## config.mk

```make
export PLATFORM = sky130hd
export DESIGN_NAME = periodic_timer_table
export DESIGN_NICKNAME = d
export VERILOG_FILES = /design/src/design/ptt_pkg.sv /design/src/design/ptt_front.sv /design/src/design/ptt_back.sv /design/src/design/periodic_timer_table.sv
export SDC_FILE = /design/constraint.sdc
export NUM_CORES = 2
export LEC_CHECK = 0
export ABC_AREA = 1
export BUFFER_PORTS_ARGS = -buffer_cell sky130_fd_sc_hd__buf_2
export CORE_UTILIZATION = 57
export CTS_CLUSTER_SIZE = 24
export DETAILED_ROUTE_END_ITERATION = 7
export PLACE_DENSITY_LB_ADDON = 0.05
export SLEW_MARGIN = 20
export SYNTH_ARGS = -nofsm -noshare
export SYNTH_HDL_FRONTEND = slang
export SYNTH_HIERARCHICAL = 1
export SYNTH_SLANG_ARGS = --single-unit
```

## constraint.sdc

```tcl
create_clock -name clk_i -period 8.65 [get_ports clk_i]
set_input_delay 2.595 -clock clk_i [delete_from_list [all_inputs] [get_ports clk_i]]
set_output_delay 2.595 -clock clk_i [all_outputs]
set_load 0.05 [all_outputs]
```

## src/design/ptt_pkg.sv

```systemverilog
// shared types and constants for the periodic timer table
`timescale 1ns / 1ps
package ptt_pkg;
  localparam int unsigned NumTimersDefault = 16;
  localparam int unsigned OpW = 3;
  localparam int unsigned KeyW = 16;
  localparam int unsigned PerW = 32;
  localparam int unsigned TimeW = 48;
  localparam int unsigned StatW = 2;

  typedef enum logic [2:0] {
    OP_SCAN = 3'd0, OP_SET = 3'd1, OP_RESTART = 3'd2, OP_NOTIFY = 3'd3,
    OP_KILL = 3'd4, OP_KILL_ALL = 3'd5, OP_CLEAR = 3'd6, OP_NONE = 3'd7
  } op_e;

  typedef enum logic [1:0] {
    ST_OK = 2'd0, ST_FULL = 2'd1, ST_KEY = 2'd2, ST_RSVD = 2'd3
  } status_e;

  // one request as queued between front and back
  typedef struct packed {
    op_e              op;
    logic [KeyW-1:0]  key;
    logic [PerW-1:0]  period;
    logic [TimeW-1:0] now;
  } req_t;
endpackage

```

## src/design/ptt_front.sv

```systemverilog
// front end: request intake and two-entry queue
`timescale 1ns / 1ps
module ptt_front (
  input  logic           clk_i,
  input  logic           rst_ni,
  input  logic           in_valid_i,
  output logic           in_ready_o,
  input  ptt_pkg::req_t  req_i,
  output logic           q_valid_o,
  input  logic           q_ready_i,
  output ptt_pkg::req_t  q_req_o
);
  ptt_pkg::req_t mem_q [2];
  logic wp_q, rp_q;
  logic [1:0] cnt_q;
  logic push, pop;

  assign in_ready_o = (cnt_q != 2'd2);
  assign q_valid_o  = (cnt_q != 2'd0);
  assign q_req_o    = mem_q[rp_q];
  assign push = in_valid_i && in_ready_o;
  assign pop  = q_valid_o && q_ready_i;

  // queue storage
  always_ff @(posedge clk_i) begin
    if (push) mem_q[wp_q] <= req_i;
  end

  // queue pointers
  always_ff @(posedge clk_i or negedge rst_ni) begin
    if (!rst_ni) begin
      wp_q <= 1'b0;
      rp_q <= 1'b0;
      cnt_q <= 2'd0;
    end else begin
      if (push) wp_q <= ~wp_q;
      if (pop) rp_q <= ~rp_q;
      cnt_q <= cnt_q + {1'b0, push} - {1'b0, pop};
    end
  end
endmodule

```

## src/design/ptt_back.sv

```systemverilog
// back end: table storage and sequencer for requests and scans
`timescale 1ns / 1ps
module ptt_back #(
  parameter int unsigned NumTimers = ptt_pkg::NumTimersDefault
) (
  input  logic                       clk_i,
  input  logic                       rst_ni,
  input  logic                       q_valid_i,
  output logic                       q_ready_o,
  input  ptt_pkg::req_t              q_req_i,
  output logic                       out_valid_o,
  input  logic                       out_ready_i,
  output logic                       fired_o,
  output logic [ptt_pkg::KeyW-1:0]   fired_key_o,
  output logic [ptt_pkg::StatW-1:0]  status_o,
  output logic                       last_o
);
  localparam int unsigned IdxW = (NumTimers > 1) ? $clog2(NumTimers) : 1;

  typedef enum logic [2:0] {S_IDLE, S_PICK, S_FIRE, S_PURGE, S_OUT} state_e;

  state_e state_q;
  ptt_pkg::req_t req_q;
  logic [NumTimers-1:0] valid_q, doomed_q;
  logic [ptt_pkg::KeyW-1:0]  key_q    [NumTimers];
  logic [ptt_pkg::PerW-1:0]  period_q [NumTimers];
  logic [ptt_pkg::TimeW-1:0] stamp_q  [NumTimers];
  logic [IdxW-1:0] idx_q, pick_q;
  logic have_pick_q, have_prev_q, any_q, pend_q;
  logic [ptt_pkg::KeyW-1:0] prev_q;
  logic [IdxW-1:0] fkey_idx_q;
  logic out_valid_q, fired_q, last_q;
  logic [ptt_pkg::KeyW-1:0] fkey_q;
  logic [ptt_pkg::StatW-1:0] stat_q;

  // lookup of the named key and the lowest free slot
  logic hit, free;
  logic [IdxW-1:0] hit_idx, free_idx;
  always_comb begin
    hit = 1'b0; free = 1'b0; hit_idx = '0; free_idx = '0;
    for (int i = NumTimers - 1; i >= 0; i--) begin
      if (valid_q[i] && key_q[i] == req_q.key) begin
        hit = 1'b1; hit_idx = IdxW'(i);
      end
      if (!valid_q[i]) begin
        free = 1'b1; free_idx = IdxW'(i);
      end
    end
  end

  // candidate test for the ordered walk
  logic cand, better;
  assign cand = valid_q[idx_q] && !doomed_q[idx_q] &&
                (!have_prev_q || key_q[idx_q] > prev_q);
  assign better = !have_pick_q || key_q[idx_q] < key_q[pick_q];

  // expiry test of the picked entry
  logic [ptt_pkg::TimeW:0] elapsed;
  logic expire;
  assign elapsed = {1'b0, req_q.now} - {1'b0, stamp_q[pick_q]};
  assign expire = !elapsed[ptt_pkg::TimeW] &&
                  (elapsed[ptt_pkg::TimeW-1:0] >= {16'd0, period_q[pick_q]});

  assign q_ready_o   = (state_q == S_IDLE);
  assign out_valid_o = out_valid_q;
  assign fired_o     = fired_q;
  assign fired_key_o = fkey_q;
  assign status_o    = stat_q;
  assign last_o      = last_q;

  // table payload
  always_ff @(posedge clk_i) begin
    if (state_q == S_IDLE && q_valid_i) req_q <= q_req_i;
    if (state_q == S_PICK && pend_q && !out_valid_q) begin
      unique case (req_q.op)
        ptt_pkg::OP_SET: if (!hit && free) begin
          key_q[free_idx] <= req_q.key;
          period_q[free_idx] <= req_q.period;
          stamp_q[free_idx] <= req_q.now;
        end
        ptt_pkg::OP_RESTART: if (hit) stamp_q[hit_idx] <= req_q.now;
        ptt_pkg::OP_NOTIFY: if (hit) stamp_q[hit_idx] <= '0;
        default: ;
      endcase
    end
    if (state_q == S_FIRE && expire) stamp_q[pick_q] <= req_q.now;
  end

  // sequencer: one entry a cycle unless a result waits; one walk per visited key, plus one
  always_ff @(posedge clk_i or negedge rst_ni) begin
    if (!rst_ni) begin
      state_q <= S_IDLE;
      valid_q <= '0; doomed_q <= '0;
      idx_q <= '0; pick_q <= '0; fkey_idx_q <= '0;
      have_pick_q <= 1'b0; have_prev_q <= 1'b0; any_q <= 1'b0; pend_q <= 1'b0;
      prev_q <= '0;
      out_valid_q <= 1'b0; fired_q <= 1'b0; last_q <= 1'b0;
      fkey_q <= '0; stat_q <= '0;
    end else begin
      if (out_valid_q && out_ready_i) out_valid_q <= 1'b0;
      unique case (state_q)
        S_IDLE: if (q_valid_i) begin
          idx_q <= '0; have_pick_q <= 1'b0; have_prev_q <= 1'b0;
          any_q <= 1'b0; pend_q <= 1'b1;
          state_q <= S_PICK;
        end
        S_PICK: if (!out_valid_q) begin
          if (req_q.op != ptt_pkg::OP_SCAN) begin
            // single-result requests
            pend_q <= 1'b0;
            fired_q <= 1'b0; fkey_q <= '0; last_q <= 1'b1;
            stat_q <= ptt_pkg::ST_OK;
            unique case (req_q.op)
              ptt_pkg::OP_SET:
                if (hit) stat_q <= ptt_pkg::ST_KEY;
                else if (!free) stat_q <= ptt_pkg::ST_FULL;
                else begin
                  valid_q[free_idx] <= 1'b1; doomed_q[free_idx] <= 1'b0;
                end
              ptt_pkg::OP_RESTART, ptt_pkg::OP_NOTIFY:
                if (!hit) stat_q <= ptt_pkg::ST_KEY;
              ptt_pkg::OP_KILL:
                if (!hit) stat_q <= ptt_pkg::ST_KEY;
                else doomed_q[hit_idx] <= 1'b1;
              ptt_pkg::OP_KILL_ALL: doomed_q <= doomed_q | valid_q;
              ptt_pkg::OP_CLEAR: begin valid_q <= '0; doomed_q <= '0; end
              default: ;
            endcase
            state_q <= S_OUT;
          end else begin
            if (cand && better) begin
              have_pick_q <= 1'b1; pick_q <= idx_q;
            end
            if (idx_q == IdxW'(NumTimers - 1)) begin
              idx_q <= '0;
              state_q <= (have_pick_q || cand) ? S_FIRE : S_PURGE;
            end else begin
              idx_q <= idx_q + 1'b1;
            end
          end
        end
        S_FIRE: if (!out_valid_q) begin
          // deliver the previous fired entry now that its successor is known
          if (expire) begin
            if (any_q) begin
              out_valid_q <= 1'b1; fired_q <= 1'b1; last_q <= 1'b0;
              fkey_q <= key_q[fkey_idx_q]; stat_q <= ptt_pkg::ST_OK;
            end
            any_q <= 1'b1; fkey_idx_q <= pick_q;
          end
          have_prev_q <= 1'b1; prev_q <= key_q[pick_q];
          have_pick_q <= 1'b0;
          state_q <= S_PICK;
        end
        S_PURGE: if (!out_valid_q) begin
          valid_q <= valid_q & ~doomed_q;
          doomed_q <= '0;
          fired_q <= any_q; fkey_q <= any_q ? key_q[fkey_idx_q] : '0;
          last_q <= 1'b1; stat_q <= ptt_pkg::ST_OK;
          state_q <= S_OUT;
        end
        S_OUT: if (!out_valid_q) begin
          out_valid_q <= 1'b1;
          state_q <= S_IDLE;
        end
        default: state_q <= S_IDLE;
      endcase
    end
  end
endmodule

```

## src/design/periodic_timer_table.sv

```systemverilog
// top level of the periodic timer table
`timescale 1ns / 1ps
// Periodic timer table with up to NumTimers entries keyed by a 16-bit id.
// Requests enter on the in_valid_i / in_ready_o channel with operation,
// timer_key, period_ms and now_ms; results leave on out_valid_o /
// out_ready_i with fired, fired_key, status and last.
// A two-deep queue decouples intake from the table sequencer, so up to
// two requests are taken while the sequencer is busy.
// Non-scan requests give one result with last set.
// A scan walks the table once per visited live key and once more, each
// visited key followed by its expiry test; it yields one result per fired
// timer in ascending id order, or one result with fired clear if none fire.
// Reset empties the table and the queue; key, period and stamp storage
// is not cleared, only the valid bits.
// When the receiver stalls, the result register holds and the sequencer
// waits; requests still fill the queue until it is full.
module periodic_timer_table #(
  parameter int unsigned NumTimers = ptt_pkg::NumTimersDefault
) (
  input  logic                        clk_i,
  input  logic                        rst_ni,
  input  logic                        in_valid_i,
  output logic                        in_ready_o,
  input  logic [ptt_pkg::OpW-1:0]     operation_i,
  input  logic [ptt_pkg::KeyW-1:0]    timer_key_i,
  input  logic [ptt_pkg::PerW-1:0]    period_ms_i,
  input  logic [ptt_pkg::TimeW-1:0]   now_ms_i,
  output logic                        out_valid_o,
  input  logic                        out_ready_i,
  output logic                        fired_o,
  output logic [ptt_pkg::KeyW-1:0]    fired_key_o,
  output logic [ptt_pkg::StatW-1:0]   status_o,
  output logic                        last_o
);
  ptt_pkg::req_t req, q_req;
  logic q_valid, q_ready;

  assign req.op = ptt_pkg::op_e'(operation_i);
  assign req.key = timer_key_i;
  assign req.period = period_ms_i;
  assign req.now = now_ms_i;

  ptt_front u_front (
    .clk_i, .rst_ni, .in_valid_i, .in_ready_o, .req_i(req),
    .q_valid_o(q_valid), .q_ready_i(q_ready), .q_req_o(q_req)
  );

  ptt_back #(.NumTimers(NumTimers)) u_back (
    .clk_i, .rst_ni, .q_valid_i(q_valid), .q_ready_o(q_ready), .q_req_i(q_req),
    .out_valid_o, .out_ready_i, .fired_o, .fired_key_o, .status_o, .last_o
  );
endmodule

```

======== Yosys cells after proc, flatten, opt, wreduce, memory -nomap -nowiden ========
Memory sizes are Yosys's and may differ from the RTL's. A register that Yosys moved wholly into a read port is not among the register bits.
Cells that the tools add are included.
word-level totals
  memory bits (writable) .................. 1734
  flip-flop bits (word level) ............. 92
  word-level logic and storage cells ...... 326
  output and inout bits ................... 22
  bits of input ports ..................... 103
  memories kept ........................... 4
memories
  memory           words  bits a word  read ports  clocked after Yosys merged registers in  write ports  RTL line         text
  u_back.stamp_q   16     48           1           0                                        1            ptt_back.sv:27   logic [ptt_pkg::TimeW-1:0] stamp_q [NumTimers];
  u_back.period_q  16     32           1           0                                        1            ptt_back.sv:26   logic [ptt_pkg::PerW-1:0] period_q [NumTimers];
  u_back.key_q     16     16           19          0                                        1            ptt_back.sv:25   logic [ptt_pkg::KeyW-1:0] key_q [NumTimers];
  u_front.mem_q    2      99           1           1                                        1            ptt_front.sv:13  ptt_pkg::req_t mem_q [2];
cells by class
  reductions and logical operators ........ 61
  order comparisons ....................... 8
  mux-type cells .......................... 174
  equality and inequality tests ........... 44
  bitwise logic cells ..................... 12
  add/sub/neg operators ................... 4
operators by type and width
  kind                                                        count
  2-to-1 mux 16 bit                                           18
  == test 16 bit                                              16
  2-to-1 mux 4 bit                                            38
  2-to-1 mux 48 bit                                           3
  one-hot mux 16 bit (2 select lines)                         3
  OR reduction 48 bit                                         2
  2-to-1 mux 1 bit                                            80
  one-hot mux 16 bit (4 select lines)                         1
  subtractor 48 x 48 -> 49 bit                                1
  greater-or-equal comparator 48 x 32 -> 1 bit                1
  OR 16 bit                                                   3
  one-hot mux 16 bit (3 select lines)                         1
  bitwise AND 16 bit                                          2
  NOT 16 bit                                                  2
  logical AND 1 bit                                           29
  2-to-1 mux 3 bit                                            7
  greater-than comparator 16 bit                              1
  less-than comparator 16 bit                                 1
  2-to-1 mux 2 bit                                            8
  != test 2 bit, second input constant                        8
  AND reduction 4 bit                                         4
  less-than comparator 4 x 5 -> 1 bit, second input constant  3
  one-hot mux 3 bit (5 select lines)                          1
  AND reduction 7 bit                                         2
  other kinds (31)                                            68

======== Longest topological paths before layout ========
An unclocked memory read counts as a cell.
  word-level depth ........................ 29
  depth in mapped cells ................... 42
  depth with buffers taken out ............ 37

======== Modules after synthesis ========
The synthesis kept the hierarchy.
by module, submodules not included
  module     times used  sequential area each (µm²)  cells an instance  area an instance (µm²)
  ptt_back   1           51299.2                     7964               83993.1
  ptt_front  1           6045.8                      548                7437.1

======== Least setup slack after synthesis ========
No wires, ideal clock.
  path type ............................... flip-flop to flip-flop
  start point ............................. register u_back.pick_q[0]
  end point ............................... memory u_back/stamp_q[2][0] (netlist name), enable pin
  setup time .............................. 0.454 ns
  required time ........................... 8.196 ns
  stages on the path, launching flop included .. 39
  arrival time ............................ 7.677 ns
  period minus slack after synthesis ...... 8.131 ns
  buffers on the path ..................... 5
  setup slack ............................. 0.519 ns
  path through ............................ dfrtp_1 > buf_2 > clkbuf_1 > clkbuf_1 > clkbuf_1 > clkbuf_1 > mux2i_1 > o21ai_0 > o211ai_1 > nand2_1 > ha_1 > fa_1 > inv_1 > nand3_1 > nand2_1 > a21oi_1 > o21ai_0 > a21oi_1 > [... 3 more ...] > xor2_1 > ha_1 > nand2_1 > nor2_1 > nand4_1 > nor4_1 > nand2_1 > nand2_1 > nor2_1 > nand2_1 > nor2_1 > nand3_2 > nand3_4 > nand2_1 > inv_2 > nor2_8 > nand2_2 > nor2_1
on the way
  longest elaborated chain between the ends .. 9
  elaborated cells on any way between the ends .. 12
  classes of those cells .................. 1 x add/sub; 1 x order compare; 4 x mux; 4 x reduce/logical; 2 x memory
RTL lines
  element                                                                            RTL line                        text
  from (decl)                                                                        ptt_back.sv:28                  logic [IdxW-1:0] idx_q, pick_q;
  from (signal assigned)                                                             ptt_back.sv:94                  idx_q <= '0; pick_q <= '0; fkey_idx_q <= '0;
  from (signal assigned)                                                             ptt_back.sv:132                 have_pick_q <= 1'b1; pick_q <= idx_q;
  memory (16 x 48 bit)                                                               n/a
  subtractor 48 x 48 -> 49 bit                                                       ptt_back.sv:60                  assign elapsed = {1'b0, req_q.now} - {1'b0, stamp_q[pick_q]};
  greater-or-equal comparator 48 x 32 -> 1 bit or logical NOT 1 bit (tied branches)  ptt_back.sv:62, ptt_back.sv:61
  logical AND 1 bit                                                                  ptt_back.sv:61                  assign expire = !elapsed[ptt_pkg::TimeW] &&
  logical AND 1 bit                                                                  ptt_back.sv:86                  if (state_q == S_FIRE && expire) stamp_q[pick_q] <= req_q.now;
  2-to-1 mux 1 bit                                                                   ptt_back.sv:86
  2-to-1 mux 1 bit (implied by the code)                                             ptt_back.sv:86
  OR reduction 48 bit (no line)                                                      n/a
  2-to-1 mux 4 bit (no line) or 2-to-1 mux 1 bit (tied branches)                     n/a
  to (decl)                                                                          ptt_back.sv:27
Parallel ways exist; a longest one is shown, timed or not.

======== Final worst setup path ========
  start point ............................. register u_back.pick_q[0]
  end point ............................... memory u_back/stamp_q[14][20] (netlist name), enable pin
The elaborated chain is that of the path after synthesis.

==> run_results.csv <==
group,metric,value,unit
outcome,status,"completed",
critical_path,required,9150,ps
synthesis,synth_edf_count,1833,
synthesis,synthesis.area,0.09143,sq mm
critical_path,max_stage_delay,990,ps
critical_path,path_class,"reg2reg",
placement,hpwl,198900,um
power,power_density,347.8,mW/mm^2
sta,finalCriticalPeriod,7919,ps
synthesis,synth_most_common_cell,"edfxtp_1",
critical_path,endpoint_kind,"flip-flop",
routing,routedWlPerCell,28.68,um
routing,via_per_inst,6.396,
floorplan,die_y,402.5,um
clock_tree,cts.path.max_buffers,3,
routing,drt-initial-drc-count,10012,
global_route,grt_pass1_vias,63614,
layout,drive_gt1_share,7.955,%
power,power.total,0.03511,W
synthesis,synthTopCellsByCount,"edfxtp_1 (1,833), nand2_1 (1,304), o21ai_0 (946), inv_1 (914), a21oi_1 (813)",
layout,syn_to_final_growth,10.43,%
synthesis,synth_area_leaders,"edfxtp_1 (60%), nand2_1 (5.4%), o21ai_0 (5.2%), a21oi_1 (4.5%), inv_1 (3.8%)",
critical_path,crit_slowest_cell,"dfrtp_4",
synthesis,synth_nets,8729,
clock_tree,clk_latency,870,ps
synthesis,postSynthCellCount,8512,
sta,post-route-period-util,91.55,%
routing,drc,0,
synthesis,ys.flop_type,"edfxtp_1",
sta,tns,0,ps
floorplan,dieArea,0.1620,sq mm
run,max_cap_viol_count,0,
placement,io_buffer_count,124,
routing,postRouteWirelength,308300,um
clock_tree,clkTransAtPathRegs,60,ps
synthesis,avgSynthCellArea,10.74,sq um
global_route,grt_pass1_wl,441500,um
floorplan,rows,146,
sta,setup_violations,0,
sta,clock.fmax,126.3,MHz
synthesis,seq_area_frac_synth,62.72,%
clock_tree,postCtsSetupRepairBufs,0,
global_route,antenna_found_initial,11,
critical_path,critical_path_arrival,8420,ps
placement,placed_area,0.09454,sq mm
clock_tree,post_cts_resized,0,
synthesis,async_reset_ff_share,4.779,%
synthesis,yosysWarningCount,6,
routing,dr.pass1.iters,7,
clock_tree,holdBufCountCts,0,
critical_path,crit_top_cell,"nand2_1",
routing,ant_nets,0,
clock_tree,cts_tree,"done",
clock_tree,clock-root-buffer,"clkbuf_16",
global_route,gr-total-overflow,0,
layout,design_area,0.1010,sq mm
floorplan,die_w,402.5,um
sta,relSlewSlack,23.04,%
sta,hold_violations,0,
clock_tree,cts_sinks,1925,
global_route,grt_max_degree,209,
placement,place_congestion,1.056,
synthesis,synthDistinctLibCells,72,
floorplan,initial_core_util,57.60,%
floorplan,ioPinCount,125,
sta,final_max_slew_viol_count,0,
placement,dp.cells,10383,
floorplan,coreArea,0.1587,sq mm
routing,via_count,68747,
clock_tree,h-tree-depth,4,
synthesis,synth.top_cell.area_share,60.20,%
layout,final_nets,8726,
min_path,hp-class,"reg2reg",
synthesis,ys_seq_elements,1925,
power,vdd_drop_max,0.0002683,V
sta,clock_skew,40.54,ps
layout,fillers,12429,
synthesis,yosys.area.top_type,"edfxtp_1",
layout,fin_cells,10749,
sta,rsz0062_at_grt,"no",
sta,worst_pin_slew,1153,ps
global_route,grt_usage,37.60,%
critical_path,startpoint_type,"flip-flop",
power,leakagePower,36.75,nW
critical_path,path_max_fanout,48,
clock_tree,numCtsBuffers,195,
==> placed cells by master, fill, tap and decap left out, types with 13 or more instances in the layout <==
master,n
a21oi_1,813
buf_12,39
buf_2,123
buf_4,114
bufinv_16,19
clkbuf_1,38
clkbuf_16,198
clkinv_1,52
clkinv_2,33
dfrtp_1,82
edfxtp_1,1833
ha_1,113
inv_1,910
inv_2,19
mux2i_1,320
nand2_1,1304
nand3_1,305
nand4_1,98
nor2_1,364
nor2_4,35
nor3_1,83
nor3b_1,13
nor4_1,47
o2111ai_1,18
o211ai_1,338
o21ai_0,945
o21ai_1,20
o21bai_1,17
o221ai_1,40
o22ai_1,39
or2_2,16
xnor2_1,48
xor2_1,59
==> kinds of logic after synthesis <==
| kind of cell | Yosys count | share of synthesized area, % |
|---|---|---|
| AO/OA/AOI/OAI | 2294 | 14.03 |
| multiplexers | 320 | 3.503 |
| buffers and inverters | 1416 | 6.102 |
| flip-flops | 1925 | 62.72 |
| AND/OR/NAND/NOR | 2336 | 11.05 |
| XOR/XNOR | 107 | 1.025 |
| adder cells (fa/ha/maj) | 114 | 1.568 |
==> layer usage <==
| metal | up-vias | part of all wire (%) | GRT usage (%) | wire (um) |
|---|---|---|---|---|
| met2 | 4301 | 43 | 54.23 | 131400 |
| li1 | 30354 | - | - | - |
| met4 | 8 | 5.3 | 17.70 | 16210 |
| met5 | - | 0.026 | 0 | 79 |
| met3 | 770 | 12 | 8.843 | 37110 |
| met1 | 33314 | 40 | 53.92 | 123500 |
==> registers in the layout, indices dropped and copies added, names as in the netlist, 2 cells and up <==
signal and flops:
u_back/prev_q 16, u_front/mem_q 198, u_back/status_o 2, u_back/fired_key_o 16, u_back/pick_q 4, u_back/req_q 99
u_back/key_q 256, u_back/valid_q 16, u_back/stamp_q 768, u_back/idx_q 4, u_front/cnt_q 2, u_back/period_q 512
u_back/doomed_q 16, u_back/fkey_idx_q 4, u_back/state_q 3
==> worst max-delay path, delay by kind of cell (launching register included) <==
family	cells	cell delay, ps
xor+xnor	1	420
flops	1	990
fa+ha+maj	2	740
simple gates	14	2540
compound gates	8	1540
buf+inv	4	1080
mux	1	120
==> final timing paths <==
kind	end	cells past startpoint	slack (ps)	from
worst min-delay path	u_back/fired_o	2	470	u_back/fired_o
worst max register to register	u_back/stamp_q[14][20]	30	730	u_back/pick_q[0]
worst min register to register	u_back/fired_o	2	470	u_back/fired_o
min in group asynchronous	u_back/fired_key_o[14]	1	1810	rst_ni
worst max-delay path	u_back/stamp_q[14][20]	30	730	u_back/pick_q[0]
max in group asynchronous	u_back/pick_q[1]	2	5600	rst_ni
==> area by class of cell <==
cell class                 count  area, sq um  area share, %
multi-input combinational   5171        28760          28.49
antenna                        3        7.507       0.007436
clock inverter               122         1237          1.226
timing repair buffer         277         2280          2.258
inverter                     939         3553          3.519
sequential                  1925        57380          56.83
clock buffer                 240         5152          5.103
tap                         2072         2592          2.568
==> stage by stage <==
stage / utilization (%) / setup WS, ps / hold WS (ps)
floorplan: - / 519.5 / 466.6
global placement: 59.55 / 1030 / 457.1
detailed placement: 59.55 / 986.1 / 461.7
CTS: 63.58 / 951.4 / 478.3
global route: 63.60 / 197.4 / 502.1
finish: 63.60 / 731.3 / 472.7
==> power breakdown <==
part | internal [W] | switching (W)
combinational | 0.00379 | 0.00983
sequential | 0.0120 | 0.00102
clock | 0.00481 | 0.00366
Note: power is estimated with default switching activity, not from simulation.
